===== config.mk =====
export PLATFORM = sky130hd
export DESIGN_NAME = fp32_multiplier
export DESIGN_NICKNAME = d
export VERILOG_FILES = /design/src/design/fm_pkg.sv /design/src/design/fp32_multiplier.sv
export VERILOG_INCLUDE_DIRS = /design/src /design/src/design
export SDC_FILE = /design/constraint.sdc
export NUM_CORES = 2
export LEC_CHECK = 0
export BUFFER_PORTS_ARGS = -buffer_cell sky130_fd_sc_hd__clkbuf_2
export CAP_MARGIN = 5
export CORE_MARGIN = 2
export CORE_UTILIZATION = 40
export CTS_CLUSTER_DIAMETER = 100
export DETAILED_ROUTE_END_ITERATION = 10
export PLACE_DENSITY = 0.53
export SLEW_MARGIN = 10
export SYNTH_ARGS = -nofsm -noshare
export SYNTH_HDL_FRONTEND = slang
export SYNTH_SLANG_ARGS = --single-unit

===== constraint.sdc =====
create_clock -name clk -period 8.28 [get_ports clk]
set_input_delay 1.656 -clock clk [delete_from_list [all_inputs] [get_ports clk]]
set_output_delay 1.656 -clock clk [all_outputs]
set_load 0.05 [all_outputs]

===== src/design/fp32_multiplier_assert.svh =====
// Assertion macros for the fp32 multiplier pipeline.
// Used by fp32_multiplier.sv; no other dependencies.
`ifndef FP32_MULTIPLIER_ASSERT_SVH
`define FP32_MULTIPLIER_ASSERT_SVH

// Implication checked on every clock edge outside reset.
`define FM_ASSERT_IMP(lbl, ante, cons, msg) \
  lbl: assert property (@(posedge clk) disable iff (!rst_n) (ante) |-> (cons)) \
    else $error(msg);

// Implication whose consequent is checked in the cycle after the antecedent.
`define FM_ASSERT_NXT(lbl, ante, cons, msg) \
  lbl: assert property (@(posedge clk) disable iff (!rst_n) (ante) |=> (cons)) \
    else $error(msg);

`endif


===== src/design/fm_pkg.sv =====
// Package for the fp32 multiplier: constants and stage payload types.
// No dependencies.
package fm_pkg;

  localparam logic [31:0] QNAN_POS = 32'h7fc0_0000;
  localparam logic [31:0] QNAN_NEG = 32'hffc0_0000;
  localparam logic [31:0] INF_POS  = 32'h7f80_0000;
  localparam logic [31:0] INF_NEG  = 32'hff80_0000;
  localparam logic [7:0]  EXP_MAX  = 8'hff;
  localparam logic [9:0]  EXP_BIAS = 10'd127;

  // stage 1 -> stage 2
  typedef struct packed {
    logic        sign;
    logic        special;
    logic [31:0] special_val;
    logic [23:0] ma;
    logic [23:0] mb;
    logic [9:0]  exp;   // signed biased exponent before normalization
  } fm_s1_t;

  // stage 2 -> stage 3
  typedef struct packed {
    logic        sign;
    logic        special;
    logic [31:0] special_val;
    logic [47:0] prod;
    logic [9:0]  exp;
  } fm_s2_t;

  // stage 3 -> stage 4
  typedef struct packed {
    logic        sign;
    logic        special;
    logic [31:0] special_val;
    logic [23:0] mant;  // rounded significand
    logic [9:0]  exp;
  } fm_s3_t;

endpackage


===== src/design/fp32_multiplier.sv =====
// Top level of the pipelined binary32 multiplier.
// Depends on fm_pkg and fp32_multiplier_assert.svh.
//
//  channel | ports                             | direction
//  in      | in_valid in_stall in_operand_a/b  | item in
//  out     | out_valid out_stall out_product   | item out
//
// Four register stages: unpack, 24x24 multiply, normalize/round, pack.
// An accepted item passes through s1_r, s2_r, s3_r and prod_r to out_*;
// one item per cycle sustained while out_stall is low.
// A stalled output holds stage 4; earlier stages still move into empty slots,
// so in_stall rises only when all four stages hold an item and out_stall is high.
// Synchronous active-low reset clears the valid bits only.
`include "fp32_multiplier_assert.svh"

module fp32_multiplier (
  input  logic        clk,
  input  logic        rst_n,
  input  logic        in_valid,
  output logic        in_stall,
  input  logic [31:0] in_operand_a,
  input  logic [31:0] in_operand_b,
  output logic        out_valid,
  input  logic        out_stall,
  output logic [31:0] out_product
);
  import fm_pkg::*;

  logic   v1_r, v2_r, v3_r, v4_r;
  logic   en1, en2, en3, en4;
  fm_s1_t s1_r, s1_nxt;
  fm_s2_t s2_r, s2_nxt;
  fm_s3_t s3_r, s3_nxt;
  logic [31:0] prod_r, prod_nxt;

  // per-stage advance: a stage may load when it is empty or the stage after it may load
  assign en4 = !v4_r || !out_stall;
  assign en3 = !v3_r || en4;
  assign en2 = !v2_r || en3;
  assign en1 = !v1_r || en2;
  assign in_stall  = !en1;
  assign out_valid = v4_r;
  assign out_product = prod_r;

  // stage 1: unpack and classify
  always_comb begin
    logic       sa, sb, za, zb, ia, ib, na, nb;
    logic [7:0] ea, eb;
    logic [22:0] fa, fb;
    sa = in_operand_a[31];
    sb = in_operand_b[31];
    ea = in_operand_a[30:23];
    eb = in_operand_b[30:23];
    fa = in_operand_a[22:0];
    fb = in_operand_b[22:0];
    za = (ea == 8'd0) && (fa == 23'd0);
    zb = (eb == 8'd0) && (fb == 23'd0);
    ia = (ea == EXP_MAX) && (fa == 23'd0);
    ib = (eb == EXP_MAX) && (fb == 23'd0);
    na = (ea == EXP_MAX) && (fa != 23'd0);
    nb = (eb == EXP_MAX) && (fb != 23'd0);
    s1_nxt.sign = sa ^ sb;
    s1_nxt.special = na || nb || za || zb || ia || ib;
    if (na || nb) begin
      s1_nxt.special_val = QNAN_NEG;
    end else if ((za && ib) || (ia && zb)) begin
      s1_nxt.special_val = (sa ^ sb) ? QNAN_NEG : QNAN_POS;
    end else if (za || zb) begin
      s1_nxt.special_val = {sa ^ sb, 31'd0};
    end else begin
      s1_nxt.special_val = (sa ^ sb) ? INF_NEG : INF_POS;
    end
    s1_nxt.ma  = {ea != 8'd0, fa};
    s1_nxt.mb  = {eb != 8'd0, fb};
    s1_nxt.exp = {2'b00, (ea != 8'd0) ? ea : 8'd1} + {2'b00, (eb != 8'd0) ? eb : 8'd1}
                 - EXP_BIAS;
  end

  // stage 2: multiply
  always_comb begin
    s2_nxt.sign        = s1_r.sign;
    s2_nxt.special     = s1_r.special;
    s2_nxt.special_val = s1_r.special_val;
    s2_nxt.prod        = {24'd0, s1_r.ma} * {24'd0, s1_r.mb};
    s2_nxt.exp         = s1_r.exp;
  end

  // stage 3: normalize by one and round to nearest even
  always_comb begin
    logic [23:0] m;
    logic [24:0] mr;
    logic        g, r, s;
    logic [9:0]  e;
    e = s2_r.exp;
    if (s2_r.prod[47]) begin
      m = s2_r.prod[47:24];
      g = s2_r.prod[23];
      r = s2_r.prod[22];
      s = |s2_r.prod[21:0];
      e = e + 10'd1;
    end else begin
      m = s2_r.prod[46:23];
      g = s2_r.prod[22];
      r = s2_r.prod[21];
      s = |s2_r.prod[20:0];
    end
    mr = {1'b0, m} + {24'd0, g && (r || s || m[0])};
    if (mr[24]) begin
      m = mr[24:1];
      e = e + 10'd1;
    end else begin
      m = mr[23:0];
    end
    s3_nxt.sign        = s2_r.sign;
    s3_nxt.special     = s2_r.special;
    s3_nxt.special_val = s2_r.special_val;
    s3_nxt.mant        = m;
    s3_nxt.exp         = e;
  end

  // stage 4: overflow, underflow shift, pack
  always_comb begin
    logic [9:0]  sh;
    logic [23:0] m;
    sh = 10'd1 - s3_r.exp;
    m  = s3_r.mant;
    if (s3_r.special) begin
      prod_nxt = s3_r.special_val;
    end else if (!s3_r.exp[9] && (s3_r.exp >= 10'd255)) begin
      prod_nxt = s3_r.sign ? INF_NEG : INF_POS;
    end else if (s3_r.exp[9] || (s3_r.exp == 10'd0)) begin
      if (sh < 10'd24) begin
        m = m >> sh[4:0];
      end else begin
        m = 24'd0;
      end
      prod_nxt = {s3_r.sign, 8'd0, m[22:0]};
    end else begin
      prod_nxt = {s3_r.sign, s3_r.exp[7:0], m[22:0]};
    end
  end

  always_ff @(posedge clk) begin
    if (!rst_n) begin
      v1_r <= 1'b0;
      v2_r <= 1'b0;
      v3_r <= 1'b0;
      v4_r <= 1'b0;
    end else begin
      if (en1) v1_r <= in_valid;
      if (en2) v2_r <= v1_r;
      if (en3) v3_r <= v2_r;
      if (en4) v4_r <= v3_r;
    end
  end

  always_ff @(posedge clk) begin
    if (en1) s1_r <= s1_nxt;
    if (en2) s2_r <= s2_nxt;
    if (en3) s3_r <= s3_nxt;
    if (en4) prod_r <= prod_nxt;
  end

  `FM_ASSERT_NXT(a_out_hold, out_valid && out_stall, out_valid && $stable(out_product),
                 "stalled item changed")
  `FM_ASSERT_IMP(a_stall_full, in_stall, v1_r && v2_r && v3_r && v4_r,
                 "stall with a hole in the pipeline")
  `FM_ASSERT_NXT(a_adv, v3_r && !out_stall, out_valid, "item lost before output")

endmodule

==> impl_metrics.env <==
export IMPL_cts_max_path_buffers=3
export IMPL_port_buffers=101
export IMPL_cpMostUsedCell="fa_1"
export IMPL_routedWlPerCell_um=19.6
export IMPL_synth_fp_nets=3704
export IMPL_core_area_um2=71400
export IMPL_crit_fanout=24
export IMPL_grt_pass1_vias=21900
export IMPL_ys_warnings_count=0
export IMPL_async_flop_share_pct=0
export IMPL_crit_required_ns=8.62
export IMPL_clkSinkCount=201
export IMPL_tns_ns=0
export IMPL_initialDrtViolationCount=1356
export IMPL_endpoint_kind="register"
export IMPL_place_congestion=0.903
export IMPL_clk_pin_slew_ns=0.06
export IMPL_setup_viol=0
export IMPL_mappedNetlistArea_um2=28800
export IMPL_drc=0
export IMPL_yosys_top_cells_area="fa_1 34%, edfxtp_1 21%, ha_1 8.4%"
export IMPL_hold_start="s2_r[91]$_DFFE_PP_"
export IMPL_grt_ovfl_total=0
export IMPL_drt_pass1_iterations=6
export IMPL_min_path_type="register to register"
export IMPL_syn_inst=2959
export IMPL_pin_count=102
export IMPL_hold_path_end="s3_r[67]$_DFFE_PP_"
export IMPL_holdBufCountCts=0
export IMPL_drive_gt1_share_pct=8.57
export IMPL_min_period_ns=7.85
export IMPL_ys_ff_latch=201
export IMPL_track_usage_pct=21.6
export IMPL_maxSlewHeadroom_pct=12.2
export IMPL_synth_top_cell_area_share_pct=33.6
export IMPL_outcome="completed"
export IMPL_avgSynthCellArea_um2=9.73
export IMPL_rr_worst_depth=23
export IMPL_synthTopCellsByCount="581 x inv_1, 483 x fa_1, 401 x nand2_1, 295 x and2_1, 197 x edfxtp_1"
export IMPL_clock_latency_ns=0.61
export IMPL_synth_edf_count=197
export IMPL_ant_nets=0
export IMPL_rrSetupSlack_ns=0.43
export IMPL_yosysMostFrequentCell="inv_1"
export IMPL_crit_path_start_kind="register"
export IMPL_antenna_found_initial=0
export IMPL_critPathKind="register to register"
export IMPL_clock_skew_ns=0.0404
export IMPL_grt_start_max_net_pins=64
export IMPL_die_x_um=272
export IMPL_num_rows=98
export IMPL_wl_um=77900
export IMPL_clock_fmax_mhz=127
export IMPL_crit_path_cell_trace="nand2_1 -> fa_1 -> inv_1 -> fa_1 -> inv_1 -> fa_1 -> inv_1 -> fa_1 -> fa_1 -> fa_1 -> inv_1 -> fa_1 -> inv_1 -> ha_1 -> a21oi_1 -> o21ai_1 -> nor2b_1 -> a2111oi_0 -> o21ai_1 -> a311oi_1 -> a21oi_1 -> a41oi_1 -> o41ai_1"
export IMPL_cp_slowest_cell="edfxtp_1"
export IMPL_area_growth_syn_to_layout_pct=8.76
export IMPL_antenna_cells=0
export IMPL_dieArea_um2=74200
export IMPL_period_share_pct=94.8
export IMPL_synth_flop_cell="edfxtp_1"
export IMPL_die_h_um=272
export IMPL_yosysSeqAreaShare_pct=20.8
export IMPL_finalMaxSlewViolations=0
export IMPL_min_path_cells=0
export IMPL_tightest_slew_ns=1.32
export IMPL_grt_pass1_wl_um=125000
export IMPL_via_count=20200
export IMPL_nNetsFinal=3747
export IMPL_dp_hpwl_um=61100
export IMPL_numCtsBuffers=27
export IMPL_vias_per_cell=5.08
export IMPL_crit_arrival_ns=8.19
export IMPL_cpPeakStageDelay_ns=1.17
export IMPL_cts_root_buf="clkbuf_16"
export IMPL_yosys_area_top_type="fa_1"
export IMPL_finalHoldViolCount=0
export IMPL_drv_cap=0
export IMPL_cts_tree="yes"
export IMPL_regToRegStartpoint="s1_r[39]$_DFFE_PN_"
export IMPL_grt_setup_unrepaired="false"
export IMPL_reg2reg_to="s2_r[57]$_DFFE_PP_"
export IMPL_start_util_pct=40.3
export IMPL_netlist_cell_type_count=75
export IMPL_cts_max_level=1
==> through the flow <==
stage                     instances  hold WS (ns)  utilization [%]  setup WS (ns)  area [µm²]
after global placement         3916         0.404             42.5          0.457       30300
after detailed placement       3916         0.407             42.5          0.461       30300
final                          3973         0.413             43.9          0.432       31300
after floorplan                2959         0.400                -           1.53       28800
after global routing           3973         0.416             43.9         0.0348       31300
after CTS                      3966         0.415             43.8          0.428       31300
==> cells in the final DEF, fill, tap and decap left out, types with 12 or more instances in the layout <==
master and instances:
clkbuf_16 27, nor2b_1 19, clkbuf_2 101, a21o_1 24
mux4_2 13, a21oi_1 90, buf_4 65, o21ai_0 61
nand2_1 400, inv_1 581, mux2i_1 36, o21bai_1 12
nand3_1 21, xor2_1 42, nand4_1 18, fa_1 483
nand2b_1 12, nor2_1 75, ha_1 194, nor3_1 16
edfxtp_1 197, nor4_1 17, xnor2_1 59, and2_1 295
==> sequential cells by signal (all words and copies together), names as in the netlist <==
signal / flops
s3_r: 39
v2_r: 1
out_valid: 1
v1_r: 1
s2_r: 63
s1_r: 63
v3_r: 1
out_product: 32
==> worst max path at each step <==
stage                               to                from  slack [ns]
floorplan           s2_r[54]$_DFFE_PP_  s1_r[13]$_DFFE_PN_        1.53
global placement    s2_r[54]$_DFFE_PP_  s1_r[15]$_DFFE_PN_        0.46
detailed placement  s2_r[54]$_DFFE_PP_  s1_r[15]$_DFFE_PN_        0.46
CTS                 s2_r[54]$_DFFE_PP_  s1_r[15]$_DFFE_PN_        0.43
global route        s2_r[54]$_DFFE_PP_  s1_r[44]$_DFFE_PN_        0.03
finish              s2_r[57]$_DFFE_PP_  s1_r[39]$_DFFE_PN_        0.43
==> critical path: cells and delay by family, from the launching register on <==
| family | cells | cell delay [ns] |
|---|---|---|
| adders and majority gates | 8 | 3.81 |
| AOI/OAI and AO/OA | 8 | 2.00 |
| DFF | 1 | 1.17 |
| and+or+nand+nor | 2 | 0.32 |
| buffers and inverters | 5 | 0.24 |
==> kinds of logic after synthesis <==
group                    Yosys count  share of synthesized area (%)
multiplexers                      59                           2.66
AND/OR/NAND/NOR                  916                           15.8
buffers and inverters            736                           9.75
XOR/XNOR                         101                           3.07
AO/OA/AOI/OAI                    269                           5.88
adder cells (fa/ha/maj)          677                           42.0
flip-flops                       201                           20.8
==> metal layers <==
layer / track usage [%] / vias to the layer above / part of all wire [%]
met1: 30.4 / 10200 / 46
met3: 2.96 / 93 / 5.5
met2: 35.3 / 561 / 46
met4: 5.28 / 0 / 2.5
met5: 0 / - / 0
li1: - / 9299 / -
==> timing repair <==
item                                    in CTS  in global routing
resized for setup                            0                  0
endpoints found under the setup margin       0                  1
endpoints found under the hold margin        0                  0
buffers inserted                             0                  7
==> final cells by class <==
cell class	count	area [µm²]
inverters	582	2180
repair buffers	168	1020
clock inverters	21	221
multi-input cells	2022	20000
fillers	6991	40000
flip-flops and latches	201	6000
well taps	950	1190
clock buffers	29	683
Power is not shown: default switching activity piles up to over one toggle a cycle in this logic, so the estimate is an artifact.
